--- config.mk ---
export PLATFORM = sky130hd
export DESIGN_NAME = mbpd_front
export DESIGN_NICKNAME = d
export VERILOG_FILES = /design/src/mbpd_pkg.sv /design/src/mbpd_front.sv
export SDC_FILE = /design/constraint.sdc
export NUM_CORES = 1
export LEC_CHECK = 0
export ABC_CLOCK_PERIOD_IN_PS = 6700
export BUFFER_PORTS_ARGS = -buffer_cell sky130_fd_sc_hd__buf_2
export CORE_ASPECT_RATIO = 1.2
export CORE_MARGIN = 2
export CORE_UTILIZATION = 50
export DETAILED_ROUTE_END_ITERATION = 8
export PLACE_DENSITY = 0.76
export SETUP_SLACK_MARGIN = 0.4
export SYNTH_ARGS = -nofsm -noshare
export SYNTH_HDL_FRONTEND = slang
export SYNTH_SLANG_ARGS = --single-unit
--- constraint.sdc ---
create_clock -name vclk -period 6.7
set_clock_uncertainty 0.15 [all_clocks]
set_input_delay 0.335 -clock vclk [all_inputs]
set_output_delay 0.335 -clock vclk [all_outputs]
set_load 0.02 [all_outputs]
--- src/mbpd_pkg.sv ---
package mbpd_pkg;

    localparam int MAX_DIM   = 4096;
    localparam int FRAC_BITS = 14;

    localparam int CFG_W  = 13;              // config register width
    localparam int PIX_W  = 12;              // pixel coordinate width
    localparam int A_W    = 12;              // a = w-1, b = h-1
    localparam int M_W    = 13;              // |p|, |q|
    localparam int DIR_W  = 16;              // output direction fields
    localparam int ONE    = 1 << FRAC_BITS;
    localparam int G      = FRAC_BITS + 1;
    localparam int QW     = 2 * G + 1;       // quotient bits of S*2^(2G)/D
    localparam int D_W    = 4 * A_W;         // D = (ab)^2
    localparam int PB_W   = A_W + M_W;       // |p|*b, |q|*a
    localparam int S_W    = 2 * PB_W + 1;    // S
    localparam int NZ_W   = G + 1;           // Nz in Q.G
    localparam int RES_W  = QW + 1;          // square root working register
    localparam int SQ_STEPS  = G + 1;
    localparam int TQ_W   = QW - FRAC_BITS;
    localparam int PX_W   = NZ_W + M_W;      // Nz*|p|
    localparam int N2_W   = PX_W + 1;        // 2*Nz*|p| + a
    localparam int MAG_STEPS = NZ_W;
    localparam int QDEPTH = 4;
    localparam int QA_W   = $clog2(QDEPTH);
    localparam int LAT    = 3 + QW + 1 + SQ_STEPS + 1 + MAG_STEPS + 1;

    localparam logic [CFG_W-1:0] RESET_DIM = CFG_W'(512);

    typedef enum logic [1:0] {
        CFG_WIDTH  = 2'd0,
        CFG_HEIGHT = 2'd1
    } t_cfg_idx;

    // one classified pixel word between front and back
    typedef struct packed {
        logic [A_W-1:0] a;
        logic [A_W-1:0] b;
        logic [M_W-1:0] pm;
        logic [M_W-1:0] qm;
        logic           ps;
        logic           qs;
        logic           sq;
    } t_entry;

endpackage

--- src/mbpd_front.sv ---
module mbpd_front (
    input  logic [mbpd_pkg::CFG_W-1:0] i_width,
    input  logic [mbpd_pkg::CFG_W-1:0] i_height,
    input  logic [mbpd_pkg::PIX_W-1:0] i_pixel_x,
    input  logic [mbpd_pkg::PIX_W-1:0] i_pixel_y,
    output mbpd_pkg::t_entry           o_entry
);

    function automatic logic [mbpd_pkg::CFG_W-1:0] eff_dim(
        input logic [mbpd_pkg::CFG_W-1:0] d
    );
        if (d < mbpd_pkg::CFG_W'(2))
            return mbpd_pkg::CFG_W'(2);
        else if (d > mbpd_pkg::CFG_W'(mbpd_pkg::MAX_DIM))
            return mbpd_pkg::CFG_W'(mbpd_pkg::MAX_DIM);
        else
            return d;
    endfunction

    logic [mbpd_pkg::CFG_W-1:0] weff, heff, wm1, hm1;
    logic [mbpd_pkg::A_W-1:0]   a, b;
    logic signed [mbpd_pkg::A_W+1:0] p, q;

    always_comb begin
        weff = eff_dim(i_width);
        heff = eff_dim(i_height);
        wm1  = weff - mbpd_pkg::CFG_W'(1);
        hm1  = heff - mbpd_pkg::CFG_W'(1);
        a    = wm1[mbpd_pkg::A_W-1:0];
        b    = hm1[mbpd_pkg::A_W-1:0];
        // p = a - 2x, q = 2y - b
        p    = $signed({2'b00, a}) - $signed({1'b0, i_pixel_x, 1'b0});
        q    = $signed({1'b0, i_pixel_y, 1'b0}) - $signed({2'b00, b});
        o_entry.a  = a;
        o_entry.b  = b;
        o_entry.ps = p[mbpd_pkg::A_W+1];
        o_entry.qs = q[mbpd_pkg::A_W+1];
        o_entry.pm = p[mbpd_pkg::A_W+1] ? mbpd_pkg::M_W'(-p) : mbpd_pkg::M_W'(p);
        o_entry.qm = q[mbpd_pkg::A_W+1] ? mbpd_pkg::M_W'(-q) : mbpd_pkg::M_W'(q);
        o_entry.sq = (weff == heff);
    end

endmodule

==> results.json, run 1 <==
{
  "status": "completed",
  "critPathLaunchType": "input pin",
  "drtIter0Drc": 218,
  "portBuffers": 103,
  "wl_met3_um": 472,
  "seq_cells": 0,
  "yosys_warnings": 0,
  "final_common_cell": "buf_2",
  "start_util_pct": 51.7,
  "path_class": "input pin to output port",
  "regArea_um2": 0,
  "rsz0062_at_grt": "no",
  "syn2layout_area_growth_pct": 18.3,
  "power_frac_comb_pct": 100.0,
  "nNetsFinal": 585,
  "avgSynthCellArea_um2": 6.90,
  "antenna_cells": 0,
  "ys_seq_area_share_pct": 0,
  "viasPerCell": 5.81,
  "worstMarginPinSlew_ns": 0.601,
  "slew_violations": 0,
  "setup_viol": 0,
  "wl_met2_mm": 4.26,
  "dieArea_mm2": 0.00650,
  "power.density_mw_per_mm2": 137,
  "routed_wl_mm": 8.46,
  "fin_hold_ws_ns": 0.920,
  "cts_resized": 0,
  "cp.required_ns": 6.21,
  "hold_violations": 0,
  "crit_fanout": 8,
  "cap_violations": 0,
  "antenna_found_initial": 0,
  "grt_max_degree": 24,
  "row_count": 30,
  "post-route-min-period_ns": 5.77,
  "core_mm2": 0.00567,
  "wl_per_cell_um": 14.3,
  "netlist_instances": 425,
  "drtAntennaViolNets": 0,
  "p_seq_share_pct": 0,
  "grt_pass1_vias": 3166,
  "hold_buffers": 0,
  "pin_count": 103,
  "fmax_mhz": 173,
  "track_usage_pct": 25.2,
  "grt_pass1_wl_mm": 13.6,
  "fp.dieW_um": 73.9,
  "power.switching_uw": 295,
  "peakVddDrop_mv": 0.0885,
  "layout-drive-gt1-share_pct": 28.2,
  "setup_tns_ns": 0,
  "dr.pass1.iters": 4,
  "top_layer": "met4",
  "vias": 3434,
  "nClkBuffers": 0,
  "p_leak_uw": 0.00152,
  "gp_congestion": 0.940,
  "mostFrequentLayoutCells": "103 x buf_2, 49 x inv_1, 46 x nor2_1",
  "crit_path_end_kind": "output port",
  "p_clk_share_pct": 0,
  "slew_headroom_pct": 59.8,
  "min_path_type": "input pin to output port",
  "post_cts_buffers": 0,
  "cp.arrival_ns": 5.28,
  "period_share_pct": 86.1,
  "switching_share_pct": 62.1,
  "grt_remaining_overflow": 0,
  "die_h_um": 87.9,
  "ys_types": 92,
  "syn_nets": 497,
  "internal_power_uw": 180,
  "drc_errors": 0,
  "dp_hpwl_mm": 7.08,
  "wl_met1_mm": 3.45,
  "netlist_area_mm2": 0.00293
}
## synthesized netlist by cell type (6+ instances only)
cell type | count | share of area [%]
ha_1 | 21 | 9.0
o21ai_0 | 23 | 3.9
nand2_1 | 22 | 2.8
nand3_1 | 7 | 1.2
or3_1 | 6 | 1.3
inv_1 | 49 | 6.3
nor3_1 | 10 | 1.7
nor2_1 | 46 | 5.9
o22ai_1 | 7 | 1.5
xnor2_1 | 35 | 10
buf_2 | 6 | 1.0
nand2b_1 | 9 | 1.9
a21oi_1 | 23 | 3.9
nor4_1 | 6 | 1.3
clkbuf_1 | 8 | 1.0
o211ai_1 | 6 | 1.5
xor2_1 | 10 | 3.0
## layer usage
layer,vias up,global-route usage (%)
met5,-,0
met4,0,8.10
met3,23,1.61
met2,136,47.8
met1,1543,29.3
li1,1732,-
## path summary, 6_finish.rpt
check / start / to / slack (ns) / cells after the start
hold / removal: i_height[0] / o_entry[3] / 0.92 / 3
setup / recovery: i_width[4] / o_entry[28] / 0.93 / 20
## critical path: stages
cell and delay [ns]:
buf_2 0.12, or3_1 0.47, nor4bb_2 0.42, nor2_1 0.10
nor2_1 0.23, inv_1 0.08, ha_1 0.21, inv_1 0.19
xnor2_1 0.23, fa_1 0.53, nand2b_1 0.17, nor4_1 0.26
o21ai_0 0.19, or2_1 0.27, a211o_1 0.29, o21bai_1 0.26
a2111oi_2 0.51, o2111ai_1 0.15, nand4_1 0.11, buf_2 0.16
## power by group through the flow
stage	Combinational, µW	Sequential [µW]	Clock, µW
floorplan	349	0	0
global placement	461	0	0
detailed placement	469	0	0
CTS	472	0	0
global route	518	0	0
finish	474	0	0
## stage by stage
| stage | cells | instance area, µm² | util, % | total power, µW | worst slack, ns |
|---|---|---|---|---|---|
| final | 591 | 3470 | 61.2 | 474 | 0.930 |
| after global routing | 591 | 3470 | 61.2 | 518 | 0.444 |
| after CTS | 591 | 3450 | 60.9 | 472 | 0.753 |
| after detailed placement | 591 | 3450 | 60.9 | 469 | 0.788 |
| after global placement | 591 | 3450 | 60.9 | 461 | 0.934 |
| after floorplan | 425 | 2930 | - | 349 | 1.20 |
## cell type report
cell class / instances / area, µm²
Fill cell: 557 / 2200
Inverter: 50 / 188
Timing Repair Buffer: 104 / 523
Tap cell: 80 / 100
Multi-Input combinational cell: 357 / 2660
## logic make-up after synthesis
group | synth area share, %
AND/OR/NAND/NOR | 30.7
AO/OA/AOI/OAI | 33.0
buffers and inverters | 9.85
XOR/XNOR | 15.3
adder cells (fa/ha/maj) | 10.8
multiplexers | 0.341
(Power assumes the default switching activity.)
==> inputs of run 2 (changes only) <==
Settings changed: ABC_CLOCK_PERIOD_IN_PS 6700 to 7100, RECOVER_POWER from default to 50.
Clock period 6.7 ns to 7.1 ns, I/O delays scaled along.
==> run 2 against run 1 <==
  * Final area decreased by 2.3%
  * Critical path depth increased by 1
  * Global-route usage increased by 0.14 points
  * Sequential share of layout area unchanged
  * Final cell count decreased by 0.17%
==> results.json, run 2 (synthesis gave the netlist of run 1 again) <==
{
  "worstMarginPinSlew_ns": 1.03,
  "grt_pass1_wl_mm": 13.7,
  "die_h_um": 87.9,
  "status": "completed",
  "syn2layout_area_growth_pct": 15.5,
  "vias": 3396,
  "mostFrequentLayoutCells": "82 x buf_2, 49 x inv_1, 48 x nor2_1",
  "slew_headroom_pct": 30.6,
  "cp.arrival_ns": 5.54,
  "regArea_um2": 0,
  "drtAntennaViolNets": 0,
  "drtIter0Drc": 138,
  "nClkBuffers": 0,
  "dp_hpwl_mm": 7.00,
  "wl_per_cell_um": 14.1,
  "grt_pass1_vias": 3202,
  "p_leak_uw": 0.00145,
  "antenna_cells": 0,
  "post_cts_buffers": 0,
  "grt_max_degree": 24,
  "layout-drive-gt1-share_pct": 22.7,
  "setup_tns_ns": 0,
  "power.density_mw_per_mm2": 130,
  "drc_errors": 0,
  "crit_path_end_kind": "output port",
  "fin_util_pct": 59.8,
  "viasPerCell": 5.76,
  "fillerInstances": 574,
  "core_mm2": 0.00567,
  "critPathLaunchType": "input pin",
  "crit_fanout": 11,
  "hold_violations": 0,
  "final_common_cell": "buf_2",
  "setup_viol": 0,
  "seq_cells": 0,
  "dr.pass1.iters": 4,
  "routed_wl_mm": 8.33,
  "path_class": "input pin to output port",
  "min_path_type": "input pin to output port",
  "min_from": "i_height[0]",
  "gp_congestion": 0.938,
  "track_usage_pct": 25.3,
  "multi_input_area_mm2": 0.00261,
  "portBuffers": 103,
  "nNetsFinal": 584,
  "worstHoldEndpoint": "o_entry[3]",
  "cp.required_ns": 6.59,
  "grt_remaining_overflow": 0,
  "antenna_found_initial": 0,
  "rsz0062_at_grt": "no",
  "post-route-min-period_ns": 6.04,
  "fmax_mhz": 166,
  "peakVddDrop_mv": 0.103,
  "pin_count": 103,
  "start_util_pct": 51.7,
  "period_share_pct": 85.1,
  "row_count": 30,
  "dieArea_mm2": 0.00650,
  "slew_violations": 0,
  "hold_path_depth": 3,
  "fp.dieW_um": 73.9,
  "cap_violations": 0
}
run 2: cell count changes in the layout (fill, tap and decap cells not counted), sizes merged:
| cell | before | now |
|---|---|---|
| buf | 104 | 82 |
| clkbuf | 0 | 21 |
run 2: final cells by class:
class	count	area share, %
multi-input cells	357	77.1
well taps	80	2.95
inverters	50	5.54
repair buffers	103	14.4
run 2: worst max-delay path by stage:
stage	from	to	slack (ns)	cells after the start
finish	i_height[8]	o_entry[15]	1.06	21
global route	i_width[4]	o_entry[28]	0.46	20
global placement	i_width[4]	o_entry[28]	1.29	20
CTS	i_width[4]	o_entry[21]	1.04	21
detailed placement	i_width[4]	o_entry[21]	1.08	21
floorplan	i_height[6]	o_entry[13]	1.56	20
run 2: worst max-delay path, cell delays in order:
cell	delay [ns]
buf_2	0.13
nor4_1	0.89
nand2_1	0.30
o211ai_1	0.37
ha_1	0.48
inv_1	0.21
nor4_1	0.26
nor3_1	0.10
inv_1	0.08
ha_1	0.26
a21oi_1	0.16
o21a_1	0.14
o31a_1	0.21
o311ai_2	0.12
a311oi_2	0.36
nor2_1	0.09
xnor2_1	0.19
nor4_4	0.33
a41oi_2	0.16
xnor2_1	0.15
buf_2	0.18
run 2: per-stage QoR:
stage	hold slack, ns	total power, µW	worst slack [ns]	instance area [µm²]	cells
after floorplan	0.708	330	1.56	2930	425
after global placement	0.954	434	1.29	3450	590
after detailed placement	0.969	441	1.08	3450	590
after CTS	0.971	444	1.04	3450	590
after global routing	0.984	484	0.460	3390	590
final	0.964	440	1.06	3390	590
run 2: what timing repair did:
item	in CTS	in global routing
hold buffers	0	0
gates resized for setup	0	1
setup endpoints to repair	0	1
run 2: where the power goes:
group          switching, µW  internal, µW
Sequential                 0             0
Combinational            275           165
Clock                      0             0
run 2: metal layers:
| metal | vias to the layer above | share of wire (%) | GRT usage (%) |
|---|---|---|---|
| li1 | 1727 | - | - |
| met1 | 1541 | 41 | 29.8 |
| met2 | 110 | 51 | 47.8 |
| met3 | 18 | 5.0 | 2.65 |
| met4 | 0 | 2.5 | 6.45 |
| met5 | - | 0 | 0 |
