File: src/mbpd_pkg.sv
package mbpd_pkg;

    localparam int MAX_DIM   = 4096;
    localparam int FRAC_BITS = 14;

    localparam int CFG_W  = 13;              // config register width
    localparam int PIX_W  = 12;              // pixel coordinate width
    localparam int A_W    = 12;              // a = w-1, b = h-1
    localparam int M_W    = 13;              // |p|, |q|
    localparam int DIR_W  = 16;              // output direction fields
    localparam int ONE    = 1 << FRAC_BITS;
    localparam int G      = FRAC_BITS + 1;
    localparam int QW     = 2 * G + 1;       // quotient bits of S*2^(2G)/D
    localparam int D_W    = 4 * A_W;         // D = (ab)^2
    localparam int PB_W   = A_W + M_W;       // |p|*b, |q|*a
    localparam int S_W    = 2 * PB_W + 1;    // S
    localparam int NZ_W   = G + 1;           // Nz in Q.G
    localparam int RES_W  = QW + 1;          // square root working register
    localparam int SQ_STEPS  = G + 1;
    localparam int TQ_W   = QW - FRAC_BITS;
    localparam int PX_W   = NZ_W + M_W;      // Nz*|p|
    localparam int N2_W   = PX_W + 1;        // 2*Nz*|p| + a
    localparam int MAG_STEPS = NZ_W;
    localparam int QDEPTH = 4;
    localparam int QA_W   = $clog2(QDEPTH);
    localparam int LAT    = 3 + QW + 1 + SQ_STEPS + 1 + MAG_STEPS + 1;

    localparam logic [CFG_W-1:0] RESET_DIM = CFG_W'(512);

    typedef enum logic [1:0] {
        CFG_WIDTH  = 2'd0,
        CFG_HEIGHT = 2'd1
    } t_cfg_idx;

    // one classified pixel word between front and back
    typedef struct packed {
        logic [A_W-1:0] a;
        logic [A_W-1:0] b;
        logic [M_W-1:0] pm;
        logic [M_W-1:0] qm;
        logic           ps;
        logic           qs;
        logic           sq;
    } t_entry;

endpackage

File: src/mbpd_queue.sv
module mbpd_queue (
    input  logic            i_clk,
    input  logic            i_rst_n,
    input  logic            i_push,
    input  mbpd_pkg::t_entry i_data,
    output logic            o_full,
    input  logic            i_pop,
    output logic            o_empty,
    output mbpd_pkg::t_entry o_data
);

    mbpd_pkg::t_entry r_mem [mbpd_pkg::QDEPTH];
    logic [mbpd_pkg::QA_W-1:0] r_wp, r_rp;
    logic [mbpd_pkg::QA_W:0]   r_cnt;
    logic do_push, do_pop;

    assign o_full  = (r_cnt == (mbpd_pkg::QA_W+1)'(mbpd_pkg::QDEPTH));
    assign o_empty = (r_cnt == '0);
    assign do_push = i_push && !o_full;
    assign do_pop  = i_pop && !o_empty;
    assign o_data  = r_mem[r_rp];

    always_ff @(posedge i_clk) begin
        if (do_push) begin
            r_mem[r_wp] <= i_data;
        end
    end

    always_ff @(posedge i_clk) begin
        if (!i_rst_n) begin
            r_wp  <= '0;
            r_rp  <= '0;
            r_cnt <= '0;
        end else begin
            if (do_push) begin
                r_wp <= r_wp + mbpd_pkg::QA_W'(1);
            end
            if (do_pop) begin
                r_rp <= r_rp + mbpd_pkg::QA_W'(1);
            end
            r_cnt <= r_cnt + (mbpd_pkg::QA_W+1)'(do_push) - (mbpd_pkg::QA_W+1)'(do_pop);
        end
    end

endmodule

File: config.mk
export PLATFORM = sky130hd
export DESIGN_NAME = mbpd_queue
export DESIGN_NICKNAME = d
export VERILOG_FILES = /design/src/mbpd_pkg.sv /design/src/mbpd_queue.sv
export SDC_FILE = /design/constraint.sdc
export NUM_CORES = 1
export LEC_CHECK = 0
export ABC_AREA = 1
export BUFFER_PORTS_ARGS = -buffer_cell sky130_fd_sc_hd__clkbuf_2
export CAP_MARGIN = 5
export CELL_PAD_IN_SITES_DETAIL_PLACEMENT = 0
export CELL_PAD_IN_SITES_GLOBAL_PLACEMENT = 1
export CORE_UTILIZATION = 43
export DETAILED_ROUTE_END_ITERATION = 10
export PLACE_DENSITY = 0.85
export SLEW_MARGIN = 20
export SYNTH_ARGS = -nofsm -noshare
export SYNTH_HDL_FRONTEND = slang
export SYNTH_SLANG_ARGS = --single-unit
File: constraint.sdc
create_clock -name i_clk -period 4.1 [get_ports i_clk]
set_input_delay 1.23 -clock i_clk [delete_from_list [all_inputs] [get_ports i_clk]]
set_output_delay 1.23 -clock i_clk [all_outputs]
set_load 0.1 [all_outputs]
==> impl_results.md, run 1 <==
- Slew HR: 0.442
- Reg-to-reg critical path endpoint: r_cnt[2]
- Top post-synthesis cells by count: 212 x edfxtp_1, 98 x nor2_1, 96 x o21ai_0
- Post-Syn Nets: 645
- Vias after detailed routing: 5104
- Area growth syn-to-layout: 18.6%
- Most numerous cell in the Yosys netlist: edfxtp_1
- Final WL: 17500 um
- Postcts setup bufs: 0
- Clock power frac: 0.249
- Vias in the first global route: 5121
- CP max stage delay: 0.66 ns
- Initial antenna violation count: 0
- CTS Hold Buffers Added: 0
- Syn_area_per_cell: 14.7 sq um
- Asr flop ratio synth: 0
- Worst EP arrival: 2.66 ns
- Nets@finish: 759
- Gpl congestion: 0.729
- Vias per Instance: 5.22
- Clock sinks: 221
- Worst Setup End Kind: output port
- Seq/Total Area, Yosys: 0.769
- Critical path class: register to output port
- Final HPWL DP: 10400 um
- Rows: 51
- CP Buf/Inv Count: 2
- Critical R2R Launch: r_cnt[1]
- Htree depth: 1
- Post-CTS resize count: 0
- Fin Setup TNS: 0 ns
- FF-to-FF path depth: 9
- NetSw: 0.00356 W
- GR Util All Layers: 0.171
- CTS tree: done
- PwrDens: 787 mW/mm^2
- Worst reg-to-reg setup slack: 1.93 ns
- Lkg Pwr: 3.59 nW
- DR DRC count: 0
- Filler Cell Count: 1600
- Remaining Overflow, GRT: 0
- CTS max path bufs: 3
- ANT nets after route: 0
- Io pins: 112
- Critical-path top delay cell: inv_6
- Avg WL per Cell: 17.9 um
- Internal power: 0.00439 W
- Yosys top cell area share: 0.747
- Switching share of power: 0.448
- Logic pwr share: 0.390
- Outcome: finished, final reports clean
- Fmax: 257 MHz
- Worst path cell trace: inv_6 -> o21ai_1 -> o22ai_1 -> clkbuf_2
- Hold Path Stages: 2
- Initial DRC count: 284
- Clk slew on worst S/H paths: 0.05 ns
- Worst-skew pair later-pin latency: 0.50 ns
- Synth area leaders: edfxtp_1 75%, o21ai_0 5.6%, nor2_1 4.3%
- # diodes: 0
- Die area: 0.0204 sq mm
- Min cycle time layout: 3.89 ns
- Worst setup SP type: register
- Worst-margin pin slew: 0.837 ns
- Core area: 0.0195 sq mm
- Largest net degree at the start of global routing: 107
- Top Family by Delay on Critical Path: buffers and inverters
- First-pass GRT wire length: 26600 um
- Post-layout instance area: 0.0101 sq mm
- CP Max Fanout: 106
- Dpl cell area: 0.00937 sq mm
- Setup violators final: 0
- Mapped Cells: 581
- Slew Viols, Final: 0
- Synth Flop Type: edfxtp_1
- Clk root buf: clkbuf_16
- Max cap viols: 0
- Largest area contributor in the netlist: edfxtp_1
- PortBufs: 111
- Starting Density: 0.438
- Worst Skew: 0.00895 ns
- Seq pwr share: 0.362
- Req. time, crit path: 2.87 ns
- Die width: 143 um
- Layout cells sized above 1: 0.289
- Period Utilization, post-route: 0.950
- DR pass1 iterations: 4
- Library cells used by synthesis: 21
- Final hold viol count: 0
- Die height: 143 um
- Hold Path Origin: r_rp[0]
- Synth Register Bits: 221
- Hold WC Path Type: register to register
- RSZ-0062 raised after global routing: false
- Total CTS buffers: 23
- VDD IR-drop max: 0.586 mV
- Post-synth EDFFs: 212
- Post-Syn Area: 0.00852 sq mm
- Synthesis warning total: 0
## cell usage in the layout (no fill, tap or decap), drive strengths merged, types with 4 or more instances in the layout
cell type  instances
buf               12
edfxtp           212
clkinv            12
o22ai             53
clkbuf           135
ha                 6
nand3              4
dfxtp              9
nor2             118
nand2             14
a21oi              5
o21ai            106
inv               21
## worst register-to-register path, stage by stage (launching register included)
cell	delay [ns]
dfxtp_1	0.36
nor2_1	0.07
nand2_1	0.17
nand2_1	0.28
ha_1	0.39
inv_1	0.04
ha_1	0.19
fa_1	0.39
a21oi_1	0.13
nor2_1	0.06
## final cells by class
| type | instances | area [sq um] | share of cell area |
|---|---|---|---|
| Timing Repair Buffer | 123 | 708 | 0.0701 |
| Inverter | 19 | 76.3 | 0.00756 |
| Clock buffer | 24 | 579 | 0.0574 |
| Sequential cell | 221 | 6550 | 0.649 |
| Clock inverter | 18 | 149 | 0.0147 |
| Multi-Input combinational cell | 307 | 1700 | 0.169 |
| Tap cell | 265 | 332 | 0.0328 |
## sequential cells by signal, summed over array words and instances (netlist names), named ones only
| register | flops |
|---|---|
| r_rp | 2 |
| r_cnt | 3 |
| r_wp | 2 |
| r_mem | 212 |
## power groups by stage
stage               combinational, W  sequential [W]  clock (W)
finish                       0.00310         0.00287    0.00198
CTS                          0.00313         0.00287    0.00202
global route                 0.00325         0.00289    0.00211
detailed placement           0.00312         0.00292          0
global placement             0.00307         0.00291          0
floorplan                    0.00265         0.00286          0
## how the worst max path moves through the flow
stage | start | end | cells after the start | slack [ns]
6_report | register | o_data[52] | 4 | 0.21
5_1_grt | register | o_data[27] | 4 | 0.03
4_1_cts | register | o_data[41] | 4 | 0.15
3_5_place_dp | register | o_data[41] | 4 | 0.68
3_3_place_gp | register | o_data[52] | 5 | 0.74
2_1_floorplan | i_push | r_mem[0][0] | 2 | 0.07
## cells by family (layout without fill, tap and decap cells)
group                    count (synthesis)  in the layout  synth area share
buffers and inverters                   53            184            0.0350
flip-flops                             221            221             0.769
AND/OR/NAND/NOR                        136            136            0.0664
adder cells (fa/ha/maj)                  7              7            0.0112
AO/OA/AOI/OAI                          164            164             0.119
## metal layers
| metal | part of all wire | routed length [um] | vias to the layer above | GRT usage |
|---|---|---|---|---|
| li1 | - | - | 2390 | - |
| met1 | 0.42 | 7330 | 2554 | 0.206 |
| met2 | 0.51 | 8850 | 138 | 0.314 |
| met3 | 0.059 | 1030 | 22 | 0.0349 |
| met4 | 0.015 | 256 | 0 | 0.0419 |
| met5 | 0 | 0 | - | 0 |
## through the flow
step | utilization | total power (W) | cells | setup WS, ns | hold WS, ns
after floorplan | - | 0.00551 | 581 | 0.0657 | 0.448
after global placement | 0.481 | 0.00598 | 935 | 0.743 | 0.455
after detailed placement | 0.481 | 0.00605 | 935 | 0.683 | 0.468
after CTS | 0.519 | 0.00803 | 977 | 0.146 | 0.482
after global routing | 0.519 | 0.00825 | 977 | 0.0300 | 0.498
final | 0.519 | 0.00795 | 977 | 0.206 | 0.479
(Power assumes the default switching activity.)
==> inputs of run 2 (changes only) <==
- REMOVE_ABC_BUFFERS: not set -> 1
==> run 2 against run 1 <==
Effect of this change:
- critical endpoint is now o_data[18]
- critical path depth is the same
- core utilization shrank 0.47 points
- final area shrank 0.90%
- clock power shrank 3%
- sequential cell count is the same
- worst setup slack gained 0.019 ns
- clock-buffer cell count grew 4
- global-route usage grew 0.37 points
- non-clock buffer count shrank 3
- maximum frequency grew 0.48%
==> impl_results.md, run 2 (synthesis gave the netlist of run 1 again) <==
- Hold Slack: 0.487 ns (+0.00789 ns)
- Final Power: 0.00789 W (-0.76%)
- Critical-path top delay cell: inv_6
- DR DRC count: 0 (unchanged)
- Commonest non-fill, non-tap cells in the layout: 212 x edfxtp_1, 111 x clkbuf_2, 96 x o21ai_0
- Reg-to-reg critical path endpoint: r_cnt[2]
- Nets@finish: 756 (-0.40%)
- Critical R2R Launch: r_cnt[1]
- FF-to-FF path depth: 9 (unchanged)
- Outcome: finished, final reports clean
- Worst path cell trace: inv_6 -> o21ai_0 -> o22ai_1 -> clkbuf_2
- FF+latch area: 0.00655 sq mm (unchanged)
- Max reg flops: 212 (unchanged)
- Io pins: 112 (unchanged)
- Remaining Overflow, GRT: 0 (unchanged)
- Vias after detailed routing: 5085 (-0.37%)
- Core area: 0.0195 sq mm (unchanged)
- Final hold viol count: 0 (unchanged)
- Die height: 143 um (unchanged)
- Rows: 51 (unchanged)
- PwrDens: 788 mW/mm^2 (+0.14%)
- Worst Setup End Kind: output port
- CP Max Fanout: 106 (unchanged)
- Critical path class: register to output port
- Most flops, register: r_mem
- Postcts setup bufs: 0 (unchanged)
- Worst EP arrival: 2.65 ns (about the same)
- Clk root buf: clkbuf_16
- Max cap viols: 0 (unchanged)
- Die area: 0.0204 sq mm (unchanged)
- Layout cells sized above 1: 0.287 (-0.00260)
- Period Utilization, post-route: 0.945 (-0.00456)
- Hold Path Stages: 2 (unchanged)
- Initial antenna violation count: 2 (+2)
- Vias in the first global route: 5177 (+1.1%)
- Slew Viols, Final: 0 (unchanged)
- Top flop regs: r_mem: 212 flops, r_cnt: 3 flops
- Fmax: 258 MHz (+0.48%)
- Most common cell after layout, fill and taps aside: edfxtp_1
- Area of the multi-input gates: 0.00170 sq mm (unchanged)
- Gpl congestion: 0.695 (-4.6%)
- Die width: 143 um (unchanged)
- Setup violators final: 0 (unchanged)
- Worst-skew pair later-pin latency: 0.49 ns (about the same)
- DR pass1 iterations: 5 (+1)
- ANT nets after route: 0 (unchanged)
- CTS max path bufs: 3 (unchanged)
- Initial DRC count: 372 (+31%)
- CTS Hold Buffers Added: 0 (unchanged)
- GR Util All Layers: 0.175 (+0.00371)
- Worst reg-to-reg setup slack: 1.93 ns (about the same)
- Hold WC Path Type: register to register
- Area growth syn-to-layout: 17.5%
- CTS tree: done
- Vias per Instance: 5.22 (about the same)
- Clock sinks: 221 (unchanged)
- CP max stage delay: 0.67 ns (about the same)
- Clk slew on worst S/H paths: 0.06 ns (about the same)
- Starting Density: 0.438 (unchanged)
- Total CTS buffers: 23 (unchanged)
- Req. time, crit path: 2.87 ns (about the same)
- Final HPWL DP: 10000 um (-3.6%)
- Final WL: 17600 um (+0.75%)
- Worst Skew: 0.0125 ns (+0.00358 ns)
- Htree depth: 1 (unchanged)
- VDD IR-drop max: 0.448 mV (-23%)
- RSZ-0062 raised after global routing: false
- Post-CTS resize count: 0 (unchanged)
- Filler Cell Count: 1629 (+1.8%)
- Largest net degree at the start of global routing: 107 (unchanged)
- Avg WL per Cell: 18.1 um (+1.1%)
- Lkg Pwr: 3.55 nW (-0.97%)
- Worst-margin pin slew: 0.838 ns (+0.00143 ns)
- First-pass GRT wire length: 26900 um (+1.3%)
- PortBufs: 111 (unchanged)
- Min cycle time layout: 3.88 ns (-0.0187 ns)
- Slew HR: 0.441 (-0.000955)
- Worst setup SP type: register
- Critical path capture point: o_data[18]
run 2: per-stage QoR:
step | instances | TNS, ns | instance area [sq um] | setup slack, ns | utilization
floorplan | 547 | -31.94 | 8300 | -0.751 | -
global placement | 932 | 0 | 9300 | 0.806 | 0.478
detailed placement | 932 | 0 | 9300 | 0.715 | 0.478
CTS | 973 | 0 | 10000 | 0.185 | 0.514
global route | 973 | 0 | 10000 | 0.0584 | 0.514
finish | 974 | 0 | 10000 | 0.225 | 0.514
run 2: layer usage:
layer	track usage	share of wire	wire length [um]	up-vias
li1	-	-	-	2378
met1	0.206	0.40	7010	2545
met2	0.303	0.51	8960	149
met3	0.0610	0.084	1480	13
met4	0.0470	0.0083	146	0
met5	0	0	0	-
run 2: layout make-up:
class,count,share of cell area
Sequential cell,221,0.655
Multi-Input combinational cell,307,0.170
Timing Repair Buffer,120,0.0635
Clock buffer,28,0.0614
Tap cell,265,0.0331
Clock inverter,13,0.00925
Inverter,19,0.00763
Antenna cell,1,0.000250
run 2: power by group:
part / leakage [nW] / internal (W) / switching (W)
clock network: 0.352 / 0.00113 / 0.000802
registers: 2.02 / 0.00275 / 0.0000995
logic: 1.19 / 0.000465 / 0.00264
run 2: worst max-delay path, delay by kind of cell (launching register included):
family / cells / cell delay [ns]
buf+inv: 2 / 1.18
flops: 1 / 0.48
compound gates: 2 / 0.44
run 2: worst min path at each step:
stage,startpoint,end,slack [ns]
finish,r_rp[0],r_rp[0],0.49
global route,r_rp[0],r_rp[0],0.53
floorplan,r_rp[0],register,0.45
detailed placement,r_rp[0],r_rp[0],0.48
global placement,r_rp[0],r_rp[0],0.46
CTS,r_rp[0],r_rp[0],0.50
==> inputs of run 3 (changes only) <==
- RECOVER_POWER: not set -> 25
==> run 3 against run 2 <==
Effect of this change:
- hold slack barely moved
- worst setup slack got worse by 0.0068 ns
- non-clock buffer count stayed put
- sequential share of layout area increased by 0.25 points
- core utilization fell by 0.20 points
- clock-buffer cell count unchanged
- clock skew grew 0.00096 ns
- power hardly changed
- sequential power hardly changed
- sequential cell count is the same
- first-iteration DRC count rose by 5.1%
- global-route usage unchanged
- largest power group unchanged
==> impl_results.md, run 3 (synthesis gave the netlist of run 1 again) <==
- Dpl cell area: 0.00930 sq mm (unchanged)
- Period Utilization, post-route: 0.947 (+0.00165)
- First-pass GRT wire length: 26900 um (unchanged)
- Die area: 0.0204 sq mm (unchanged)
- Worst Skew: 0.0135 ns (+0.000956 ns)
- Final core utilization: 0.512 (-0.00199)
- FF-to-FF path depth: 9 (unchanged)
- Io pins: 112 (unchanged)
- Initial DRC count: 391 (+5.1%)
- PwrDens: 792 mW/mm^2 (+0.47%)
- Critical path class: register to output port
- Core area: 0.0195 sq mm (unchanged)
- Worst setup SP type: register
- Max cap viols: 0 (unchanged)
- Reg-to-reg critical path endpoint: r_cnt[2]
- Commonest non-fill, non-tap cells in the layout: 212 x edfxtp_1, 96 x o21ai_0, 94 x nor2_1
- ANT nets after route: 0 (unchanged)
- Rows: 51 (unchanged)
- Worst reg-to-reg setup slack: 1.93 ns (about the same)
- Final Power: 0.00789 W (about the same)
- Vias after detailed routing: 5185 (+2.0%)
- Area growth syn-to-layout: 17.0%
- CTS max path bufs: 3 (unchanged)
- Clk root buf: clkbuf_16
- Starting Density: 0.438 (unchanged)
- Nets@finish: 756 (unchanged)
- Slew HR: 0.439 (-0.00215)
- Post-CTS resize count: 0 (unchanged)
- Die height: 143 um (unchanged)
- Min cycle time layout: 3.88 ns (+0.00678 ns)
- Total CTS buffers: 23 (unchanged)
- Req. time, crit path: 2.87 ns (about the same)
- Largest net degree at the start of global routing: 107 (unchanged)
- GR Util All Layers: 0.175 (unchanged)
- Worst-skew pair later-pin latency: 0.49 ns (about the same)
- Final std cells w/o fill: 975 (+0.10%)
- Most flops, register: r_mem
- Die width: 143 um (unchanged)
- Avg WL per Cell: 18.3 um (+1.0%)
- Top flop regs: r_mem: 212 flops, r_cnt: 3 flops
- Setup violators final: 0 (unchanged)
- Max reg flops: 212 (unchanged)
- Worst Setup End Kind: output port
- Vias per Instance: 5.32 (+1.9%)
- Critical R2R Launch: r_cnt[1]
- Cell count after placement: 932 (unchanged)
- DR pass1 iterations: 5 (unchanged)
- Clock sinks: 221 (unchanged)
- Slew Viols, Final: 0 (unchanged)
- Final WL: 17800 um (+1.1%)
- Initial antenna violation count: 2 (unchanged)
- PortBufs: 111 (unchanged)
- Final hold viol count: 0 (unchanged)
- Fmax: 258 MHz (-0.17%)
- VDD IR-drop max: 0.449 mV (about the same)
- Clk slew on worst S/H paths: 0.06 ns (about the same)
- Outcome: finished, final reports clean
- Hold Path Origin: r_rp[0]
- Worst EP arrival: 2.65 ns (about the same)
- Htree depth: 1 (unchanged)
- Hold path endpoint: r_rp[0]
- Vias in the first global route: 5177 (unchanged)
- Most common cell after layout, fill and taps aside: edfxtp_1
- CTS tree: done
- Hold Slack: 0.487 ns (-0.000186 ns)
- RSZ-0062 raised after global routing: false
- Hold Path Stages: 2 (unchanged)
- Postcts setup bufs: 0 (unchanged)
- Gpl congestion: 0.695 (unchanged)
- CP Max Fanout: 106 (unchanged)
- Layout cells sized above 1: 0.240 (-0.0466)
- CTS Hold Buffers Added: 0 (unchanged)
- DR DRC count: 0 (unchanged)
- Lkg Pwr: 3.46 nW (-2.8%)
- Remaining Overflow, GRT: 0 (unchanged)
- Filler Cell Count: 1645 (+0.98%)
- Worst-margin pin slew: 0.842 ns (+0.00323 ns)
- Hold WC Path Type: register to register
- Final HPWL DP: 10000 um (unchanged)
- Post-layout instance area: 0.00997 sq mm (-0.39%)
-- run 3: cell types whose count changed in the layout (fill, tap and decap cells not counted) --
cell / previous run / this run
clkbuf_1: 3 / 36
clkbuf_2: 111 / 78
diode_2: 1 / 2
-- run 3: cell type report --
class / count / area, sq um / share of cell area
inverters: 19 / 76.3 / 0.00766
repair buffers: 120 / 594 / 0.0596
flip-flops and latches: 221 / 6550 / 0.657
clock buffers: 28 / 614 / 0.0616
well taps: 265 / 332 / 0.0333
clock inverters: 13 / 92.6 / 0.00929
multi-input cells: 307 / 1700 / 0.171
diodes: 2 / 5.00 / 0.000502
-- run 3: critical path, cell delays in order (launching register included) --
cell	delay (ns)
dfxtp_4	0.48
inv_6	0.66
o21ai_0	0.21
o22ai_1	0.25
clkbuf_2	0.51
-- run 3: layer usage --
| layer | track usage | vias to the layer above | share of wire |
|---|---|---|---|
| li1 | - | 2377 | - |
| met1 | 0.206 | 2623 | 0.40 |
| met2 | 0.303 | 165 | 0.50 |
| met3 | 0.0610 | 20 | 0.086 |
| met4 | 0.0470 | 0 | 0.013 |
| met5 | 0 | - | 0 |
-- run 3: worst max path at each step --
stage	depth (start not counted)	from	slack (ns)	to
final	4	register	0.22	o_data[31]
after global routing	4	register	0.06	o_data[18]
after CTS	4	register	0.19	o_data[18]
after global placement	4	register	0.81	o_data[26]
after floorplan	2	register	-0.75	o_data[0]
after detailed placement	4	register	0.71	o_data[18]
-- run 3: metrics by stage --
step                      setup slack [ns]  TNS [ns]
after floorplan                     -0.751    -31.94
after global placement               0.806         0
after detailed placement             0.715         0
after CTS                            0.185         0
after global routing                0.0584         0
final                                0.218         0
-- run 3: power breakdown --
part | leakage (nW) | internal, W | switching [W]
logic | 1.09 | 0.000461 | 0.00265
clock network | 0.352 | 0.00113 | 0.000804
registers | 2.02 | 0.00275 | 0.000101
total | 3.46 | 0.00434 | 0.00355
